<file path="src/rtl/core/letp_pkg.sv">
// Shared types and constants for the linear equation term parser.
// No dependencies. Used by the top level, the digit accumulator and the checker.
package letp_pkg;

   // Default width of the coefficient and denominator accumulators.
   localparam int COEF_BITS_DEFAULT = 31;

   // Largest magnitude that a result field can carry.
   localparam logic [30:0] OUT_MAX = 31'h7FFF_FFFF;

   // Request side layout.
   localparam int REQ_TDATA_W = 8;
   localparam int REQ_TUSER_W = 2;

   // Response side layout: tdata fields from the lowest bit up.
   localparam int VAR_LSB     = 0;
   localparam int NUM_LSB     = 5;
   localparam int DEN_LSB     = 37;
   localparam int EQ_BIT      = 68;
   localparam int LO_LSB      = 69;
   localparam int COLS_LSB    = 74;
   localparam int RSP_TDATA_W = 80;

   // Number of variable letters.
   localparam logic [5:0] VAR_COUNT     = 6'd26;
   localparam logic [4:0] MAX_VAR_INDEX = 5'd25;

   typedef enum logic [1:0] {
      CMD_CHAR = 2'd0,
      CMD_EOL  = 2'd1,
      CMD_NEW  = 2'd2
   } command_type;

   localparam logic KIND_TERM = 1'b0;
   localparam logic KIND_EOL  = 1'b1;

   localparam logic [7:0] CHAR_A     = 8'h61;  // 'a'
   localparam logic [7:0] CHAR_Z     = 8'h7A;  // 'z'
   localparam logic [7:0] CHAR_0     = 8'h30;  // '0'
   localparam logic [7:0] CHAR_9     = 8'h39;  // '9'
   localparam logic [7:0] CHAR_SLASH = 8'h2F;  // '/'
   localparam logic [7:0] CHAR_MINUS = 8'h2D;  // '-'
   localparam logic [7:0] CHAR_PLUS  = 8'h2B;  // '+'
   localparam logic [7:0] CHAR_EQUAL = 8'h3D;  // '='

   typedef struct packed {
      logic [4:0]         column_count;
      logic [4:0]         lowest_var;
      logic               has_equality;
      logic [30:0]        denominator;
      logic signed [31:0] numerator;
      logic [4:0]         var_index;
      logic               kind;
   } rsp_payload_type;

endpackage

</file>
<file path="src/rtl/core/linear_equation_term_parser.sv">
// Top level of the linear equation term parser: parse state, result register, handshake.
// Depends on letp_pkg and letp_digit_acc.
//
// The parser takes one request per clock cycle when not stalled and gives at most one
// response per request, in the cycle after acceptance. A request carries a command in
// req_tuser (character, end of line, start of a new system) and an ASCII character in
// req_tdata. Digits build a saturating decimal coefficient, or a denominator after '/';
// '-' and '+' set the sign; a lowercase letter emits a term with its variable index and
// an exact signed fraction (a missing or zero coefficient counts as one, a missing or
// zero denominator as one); end of line emits the constant after '=' together with the
// lowest variable index and the column span seen since the start of the system. All the
// work of a request is done in the cycle it is accepted, so the sustained rate is one
// request per cycle. The only thing that stalls the request side is a response held in
// the single output register while rsp_tready is low: req_tready is high whenever that
// register is empty or is being emptied in the same cycle.
module linear_equation_term_parser #(
   parameter int COEF_BITS = letp_pkg::COEF_BITS_DEFAULT
) (
   input  logic                               clock,
   input  logic                               reset,
   // Request channel.
   input  logic                               req_tvalid,
   output logic                               req_tready,
   input  logic [letp_pkg::REQ_TDATA_W-1:0]   req_tdata,  // [7:0] char_code
   input  logic [letp_pkg::REQ_TUSER_W-1:0]   req_tuser,  // [1:0] command
   // Response channel.
   output logic                               rsp_tvalid,
   input  logic                               rsp_tready,
   // [4:0] var_index, [36:5] numerator, [67:37] denominator, [68] has_equality,
   // [73:69] lowest_var, [78:74] column_count, [79] zero
   output logic [letp_pkg::RSP_TDATA_W-1:0]   rsp_tdata,
   output logic                               rsp_tuser   // [0] kind
);
   import letp_pkg::*;

   // Width used to compare an accumulator against the 31-bit output limit.
   localparam int MAGW = (COEF_BITS > 31) ? COEF_BITS : 31;

   // Line state.
   logic [COEF_BITS-1:0] coef_ff, coef_in;
   logic                 neg_ff, neg_in;
   logic                 slash_ff, slash_in;
   logic [COEF_BITS-1:0] denom_ff, denom_in;
   logic                 eq_ff, eq_in;
   // System state: range of variables seen.
   logic                 any_var_ff, any_var_in;
   logic [4:0]           min_var_ff, min_var_in;
   logic [4:0]           max_var_ff, max_var_in;
   // Output register.
   logic                 rsp_valid_ff, rsp_valid_in;
   rsp_payload_type      rsp_data_ff, rsp_data_in;

   logic                 accept;
   logic                 result_fire;
   command_type          cmd;
   logic [7:0]           ch;
   logic [7:0]           letter_off;
   logic [4:0]           idx;
   logic [COEF_BITS-1:0] acc_sel;
   logic [COEF_BITS-1:0] acc_next;
   logic [COEF_BITS-1:0] term_mag;
   logic                 den_given;

   function automatic logic [30:0] clamp_out(input logic [COEF_BITS-1:0] v);
      logic [MAGW-1:0] e;
      e = MAGW'(v);
      if (e > MAGW'(OUT_MAX)) begin
         return OUT_MAX;
      end
      return e[30:0];
   endfunction

   function automatic logic signed [31:0] apply_sign(input logic [30:0] m, input logic neg);
      logic signed [31:0] s;
      s = $signed({1'b0, m});
      return neg ? -s : s;
   endfunction

   assign accept     = req_tvalid && req_tready;
   assign req_tready = !rsp_valid_ff || rsp_tready;
   assign cmd        = command_type'(req_tuser);
   assign ch         = req_tdata;
   assign letter_off = ch - CHAR_A;
   assign idx        = letter_off[4:0];

   // One shared digit unit: the slash flag decides which accumulator it extends.
   assign acc_sel = slash_ff ? denom_ff : coef_ff;

   letp_digit_acc #(
      .COEF_BITS (COEF_BITS)
   ) u_digit_acc (
      .acc      (acc_sel),
      .digit    (4'(ch - CHAR_0)),
      .acc_next (acc_next)
   );

   assign term_mag  = (coef_ff == '0) ? COEF_BITS'(1) : coef_ff;
   // A denominator counts only when a slash was seen and a nonzero value was built.
   assign den_given = slash_ff && (denom_ff != '0);

   always_comb begin
      coef_in     = coef_ff;
      neg_in      = neg_ff;
      slash_in    = slash_ff;
      denom_in    = denom_ff;
      eq_in       = eq_ff;
      any_var_in  = any_var_ff;
      min_var_in  = min_var_ff;
      max_var_in  = max_var_ff;
      result_fire = 1'b0;
      rsp_data_in = '0;
      rsp_data_in.denominator = 31'd1;

      if (accept) begin
         case (cmd)
            CMD_NEW: begin
               coef_in    = '0;
               neg_in     = 1'b0;
               slash_in   = 1'b0;
               denom_in   = '0;
               eq_in      = 1'b0;
               any_var_in = 1'b0;
               min_var_in = '0;
               max_var_in = '0;
            end
            CMD_EOL: begin
               result_fire = 1'b1;
               rsp_data_in.kind         = KIND_EOL;
               rsp_data_in.has_equality = eq_ff;
               if (eq_ff) begin
                  rsp_data_in.numerator = apply_sign(clamp_out(coef_ff), neg_ff);
                  if (den_given) begin
                     rsp_data_in.denominator = clamp_out(denom_ff);
                  end
               end
               if (any_var_ff) begin
                  rsp_data_in.lowest_var   = min_var_ff;
                  rsp_data_in.column_count = (max_var_ff - min_var_ff) + 5'd1;
               end
               coef_in  = '0;
               neg_in   = 1'b0;
               slash_in = 1'b0;
               denom_in = '0;
               eq_in    = 1'b0;
            end
            CMD_CHAR: begin
               if (ch == CHAR_SLASH) begin
                  slash_in = 1'b1;
               end else if (ch >= CHAR_0 && ch <= CHAR_9) begin
                  if (slash_ff) begin
                     denom_in = acc_next;
                  end else begin
                     coef_in = acc_next;
                  end
               end else if (ch == CHAR_MINUS) begin
                  neg_in = 1'b1;
               end else if (ch == CHAR_PLUS) begin
                  neg_in = 1'b0;
               end else if (ch >= CHAR_A && ch <= CHAR_Z) begin
                  result_fire = 1'b1;
                  rsp_data_in.kind      = KIND_TERM;
                  rsp_data_in.var_index = idx;
                  rsp_data_in.numerator = apply_sign(clamp_out(term_mag), neg_ff);
                  if (den_given) begin
                     // A completed fraction closes the denominator; a bare or zero
                     // denominator leaves the slash open for later digits.
                     rsp_data_in.denominator = clamp_out(denom_ff);
                     slash_in = 1'b0;
                     denom_in = '0;
                  end
                  coef_in = '0;
                  neg_in  = 1'b0;
                  if (!any_var_ff) begin
                     any_var_in = 1'b1;
                     min_var_in = idx;
                     max_var_in = idx;
                  end else begin
                     if (idx < min_var_ff) begin
                        min_var_in = idx;
                     end
                     if (idx > max_var_ff) begin
                        max_var_in = idx;
                     end
                  end
               end else if (ch == CHAR_EQUAL) begin
                  eq_in   = 1'b1;
                  coef_in = '0;
                  neg_in  = 1'b0;
               end
            end
            default: begin
            end
         endcase
      end

      // An accept only happens when the output register is empty or draining.
      if (accept) begin
         rsp_valid_in = result_fire;
      end else begin
         rsp_valid_in = rsp_valid_ff && !rsp_tready;
      end
   end

   always_ff @(posedge clock) begin
      if (reset) begin
         coef_ff      <= '0;
         neg_ff       <= 1'b0;
         slash_ff     <= 1'b0;
         denom_ff     <= '0;
         eq_ff        <= 1'b0;
         any_var_ff   <= 1'b0;
         min_var_ff   <= '0;
         max_var_ff   <= '0;
         rsp_valid_ff <= 1'b0;
      end else begin
         coef_ff      <= coef_in;
         neg_ff       <= neg_in;
         slash_ff     <= slash_in;
         denom_ff     <= denom_in;
         eq_ff        <= eq_in;
         any_var_ff   <= any_var_in;
         min_var_ff   <= min_var_in;
         max_var_ff   <= max_var_in;
         rsp_valid_ff <= rsp_valid_in;
      end
   end

   // Payload needs no reset; it loads only with a new response.
   always_ff @(posedge clock) begin
      if (accept && result_fire) begin
         rsp_data_ff <= rsp_data_in;
      end
   end

   assign rsp_tvalid = rsp_valid_ff;
   assign rsp_tuser  = rsp_data_ff.kind;
   assign rsp_tdata  = {1'b0,
                        rsp_data_ff.column_count,
                        rsp_data_ff.lowest_var,
                        rsp_data_ff.has_equality,
                        rsp_data_ff.denominator,
                        rsp_data_ff.numerator,
                        rsp_data_ff.var_index};

endmodule

</file>
<file path="src/rtl/core/letp_digit_acc.sv">
// Saturating decimal digit accumulator: next = min(acc * 10 + digit, 2^COEF_BITS - 1).
// Depends on letp_pkg for the default width.
module letp_digit_acc #(
   parameter int COEF_BITS = letp_pkg::COEF_BITS_DEFAULT
) (
   input  logic [COEF_BITS-1:0] acc,
   input  logic [3:0]           digit,
   output logic [COEF_BITS-1:0] acc_next
);
   import letp_pkg::*;

   logic [COEF_BITS+3:0] wide;

   // Times ten as two shifted copies; the sum stays below 2^(COEF_BITS+4).
   always_comb begin
      wide = {1'b0, acc, 3'b000} + {3'b000, acc, 1'b0} + (COEF_BITS+4)'(digit);
      if (wide[COEF_BITS+3:COEF_BITS] != 4'd0) begin
         acc_next = '1;
      end else begin
         acc_next = wide[COEF_BITS-1:0];
      end
   end

endmodule

</file>
<file path="config.mk">
export PLATFORM = sky130hd
export DESIGN_NAME = linear_equation_term_parser
export DESIGN_NICKNAME = d
export VERILOG_FILES = /design/src/rtl/core/letp_pkg.sv /design/src/rtl/core/linear_equation_term_parser.sv /design/src/rtl/core/letp_digit_acc.sv
export SDC_FILE = /design/constraint.sdc
export NUM_CORES = 1
export LEC_CHECK = 0
export BUFFER_PORTS_ARGS = -buffer_cell sky130_fd_sc_hd__buf_2
export CORE_ASPECT_RATIO = 0.6
export CORE_UTILIZATION = 28
export DETAILED_ROUTE_END_ITERATION = 8
export PLACE_DENSITY = 0.53
export SLEW_MARGIN = 20
export SYNTH_ARGS = -nofsm -noshare
export SYNTH_HDL_FRONTEND = slang
export SYNTH_HIERARCHICAL = 1
export SYNTH_SLANG_ARGS = --single-unit
</file>
<file path="constraint.sdc">
create_clock -name clock -period 6.25 [get_ports clock]
set_clock_uncertainty 0.05 [all_clocks]
set_input_delay 0.9375 -clock clock [delete_from_list [all_inputs] [get_ports clock]]
set_output_delay 0.9375 -clock clock [all_outputs]
set_load 0.02 [all_outputs]
</file>
==> results.toml <==
[timing]
fin_hold_ws_ps = 469.5
fmax_ghz = 0.2142
period_minus_slack_ps = 4669
fin_crit_sh = 0.7470
max_slew_margin = 0.2487
fin_setup_tns_ps = 0
tightestPinTransition_ps = 1113
drv_slew = 0
finalHoldViolCount = 0
setup_viol = 0
rsz0062_at_grt = "false"

[clocking]
clockBufferDepth = 2
cts_hold_buf = 0
clk_latency_ps = 460
numCtsBuffers = 17
cts_tree = "done"
clkSlewWorstSetupHoldPaths_ps = 70
post_cts_buffers = 0
cts.htree.levels = 4
postCtsResizedCells = 0
cts_sinks = 157
root_buffer = "clkbuf_16"

[cells_and_area]
layout_commonest_cell = "buf_2"
fin_area_um2 = 12490
drive_above_1_share = 0.1639
mostFrequentLayoutCells = "buf_2, a21oi_1, ha_1"
diodes = 0
area_growth_pct = 13.82
nNetsFinal = 1372

[setup_path]
path_cells = "buf_4, mux2_2, ha_1, ha_1, a21oi_1, o21bai_1, a21oi_1, o211ai_1, nor4b_1, o211a_1, o22ai_2, buf_4, or2_1, nand2b_1, o32ai_1"
critPathLaunchType = "flip-flop"
crit_type = "reg2reg"
slowest_delay_ps = 720
crit_family = "compound AO/OA/AOI/OAI gates"
crit_buf_inv = 2
required_ps = 6510
critical_path.endpoint_type = "flip-flop"
critical_path_arrival_ps = 4920
path_max_fanout = 31
cpMaxStageDelayCell = "dfxtp_2"

[power]
p_leak_nw = 4.765
clkPwrFrac = 0.455
sw_frac_of_total = 0.2846
p_per_area_nw_per_um2 = 187.3
internal_power_mw = 1.673
ir_drop_uv = 167.9
p_sw_mw = 0.6657
p_seq_frac = 0.469
p_comb_frac = 0.075

[synthesis]
ys_seq_elements = 157
async_reset_ff_frac = 0
synth_nets = 1331
synth_edf_count = 80
netlist_top_cells_area = "edfxtp_1, dfxtp_1, ha_1, a21oi_1, nand2b_1"
synth_top_area_frac = 0.2189
syn_area_um2 = 10970
yosysSeqAreaShare = 0.3594
synth_ff_type = "edfxtp_1"
syn_inst = 1227
post_synth_num_cell_types = 84
yosysWarningCount = 6
avgSynthCellArea_um2 = 8.944
synth_top_cell_by_area = "edfxtp_1"

[detailed_routing]
vias = 10055
vias_per_cell = 5.605
final_antenna_net_count = 0
wire_per_inst_um = 21.24
postRouteWirelength_um = 38100
drt_iter0_markers = 1302
dr.pass1.iters = 5
drc = 0

[global_routing]
grt_max_degree = 58
grt_pass1_wl_um = 57550
grt_antenna_before_repair = 0
gr-total-overflow = 0
grt_pass1_vias = 8908
grtUsageTotal = 0.1903

[worst_hold_path]
hold_path_class = "reg2reg"

[status]
status = "completed"

[die]
coreArea_um2 = 38120
dieHeight_um = 155.4
std_cell_rows = 55
dieArea_um2 = 40020
start_util = 0.2879
ios = 97
die_w_um = 257.6

[flow_run]
cap_viol_max_count = 0

[placement]
dpl.hpwl_um = 28210
port_buffers = 95
placed_area_um2 = 11910
place.gp.congestion = 0.8743
==> Yosys cell counts (20+ instances only) <==
library cell	count
xor2_1	21
edfxtp_1	80
o21ai_0	69
o32ai_1	41
nor3_1	57
nand4_1	44
nor2_1	57
nand2_1	60
a21oi_1	94
clkbuf_1	75
xnor2_1	20
nand3_1	20
mux2_2	27
dfxtp_1	77
ha_1	87
nand2b_1	66
inv_1	69
==> path summary, 6_finish.rpt <==
path                                            startpoint  slack [ps]                    endpoint  depth (start not counted)
worst max register to register       slash_ff$_SDFFE_PP0P_        1580    denom_ff[1]$_SDFFE_PP0P_                         15
worst max-delay path                 slash_ff$_SDFFE_PP0P_        1580    denom_ff[1]$_SDFFE_PP0P_                         15
worst min-delay path            max_var_ff[2]$_SDFFE_PP0P_         470  max_var_ff[2]$_SDFFE_PP0P_                          2
worst min register to register  max_var_ff[2]$_SDFFE_PP0P_         470  max_var_ff[2]$_SDFFE_PP0P_                          2
==> sequential cells by signal (all words and copies together) (netlist names) <==
register	flops
max_var_ff	5
any_var_ff	1
eq_ff	1
rsp_tvalid	1
slash_ff	1
denom_ff	31
neg_ff	1
coef_ff	31
rsp_tdata	79
rsp_tuser	1
min_var_ff	5
==> per-layer routing <==
layer	vias up	wire (µm)	global-route usage
met5	-	0	0
met3	25	4360	0.06158
li1	4698	-	-
met1	4841	20150	0.3197
met4	0	330	0.03973
met2	491	13260	0.2156
==> layout make-up <==
class                   count  area (µm²)
repair buffers            115       625.6
inverters                  69       259.0
multi-input cells         908        6435
well taps                 513       641.9
clock buffers              17       425.4
flip-flops and latches    157        3945
clock inverters            15       158.9
fillers                  4014       25630
==> stage by stage <==
step / setup WS (ps) / total power [mW] / cells / utilization
3_5_place_dp: 1290 / 1.295 / 1762 / 0.3123
5_1_grt: 1354 / 2.415 / 1794 / 0.3276
3_3_place_gp: 1295 / 1.294 / 1762 / 0.3123
4_1_cts: 1275 / 2.357 / 1794 / 0.3276
2_1_floorplan: 1505 / 1.231 / 1227 / -
6_report: 1581 / 2.339 / 1794 / 0.3276
==> tightest hold or removal path, cell delays in order, from the launching register on <==
cell,delay (ps)
dfxtp_1,320
inv_1,70
o22ai_1,80
==> kinds of logic after synthesis <==
kind of cell,count (synthesis),share of synthesized area
multiplexers,30,0.03044
other,1,0.0003417
AND/OR/NAND/NOR,391,0.1967
adder cells (fa/ha/maj),90,0.1047
flip-flops,157,0.3594
buffers and inverters,162,0.05917
XOR/XNOR,41,0.03272
AO/OA/AOI/OAI,355,0.2166
==> power groups by stage <==
stage	Sequential, mW	Combinational, mW	Clock (mW)
finish	1.10	0.177	1.07
global route	1.10	0.190	1.13
CTS	1.10	0.174	1.09
detailed placement	1.12	0.174	0
global placement	1.12	0.173	0
floorplan	1.13	0.0964	0
No activity file was read; power rests on OpenSTA's default activity.
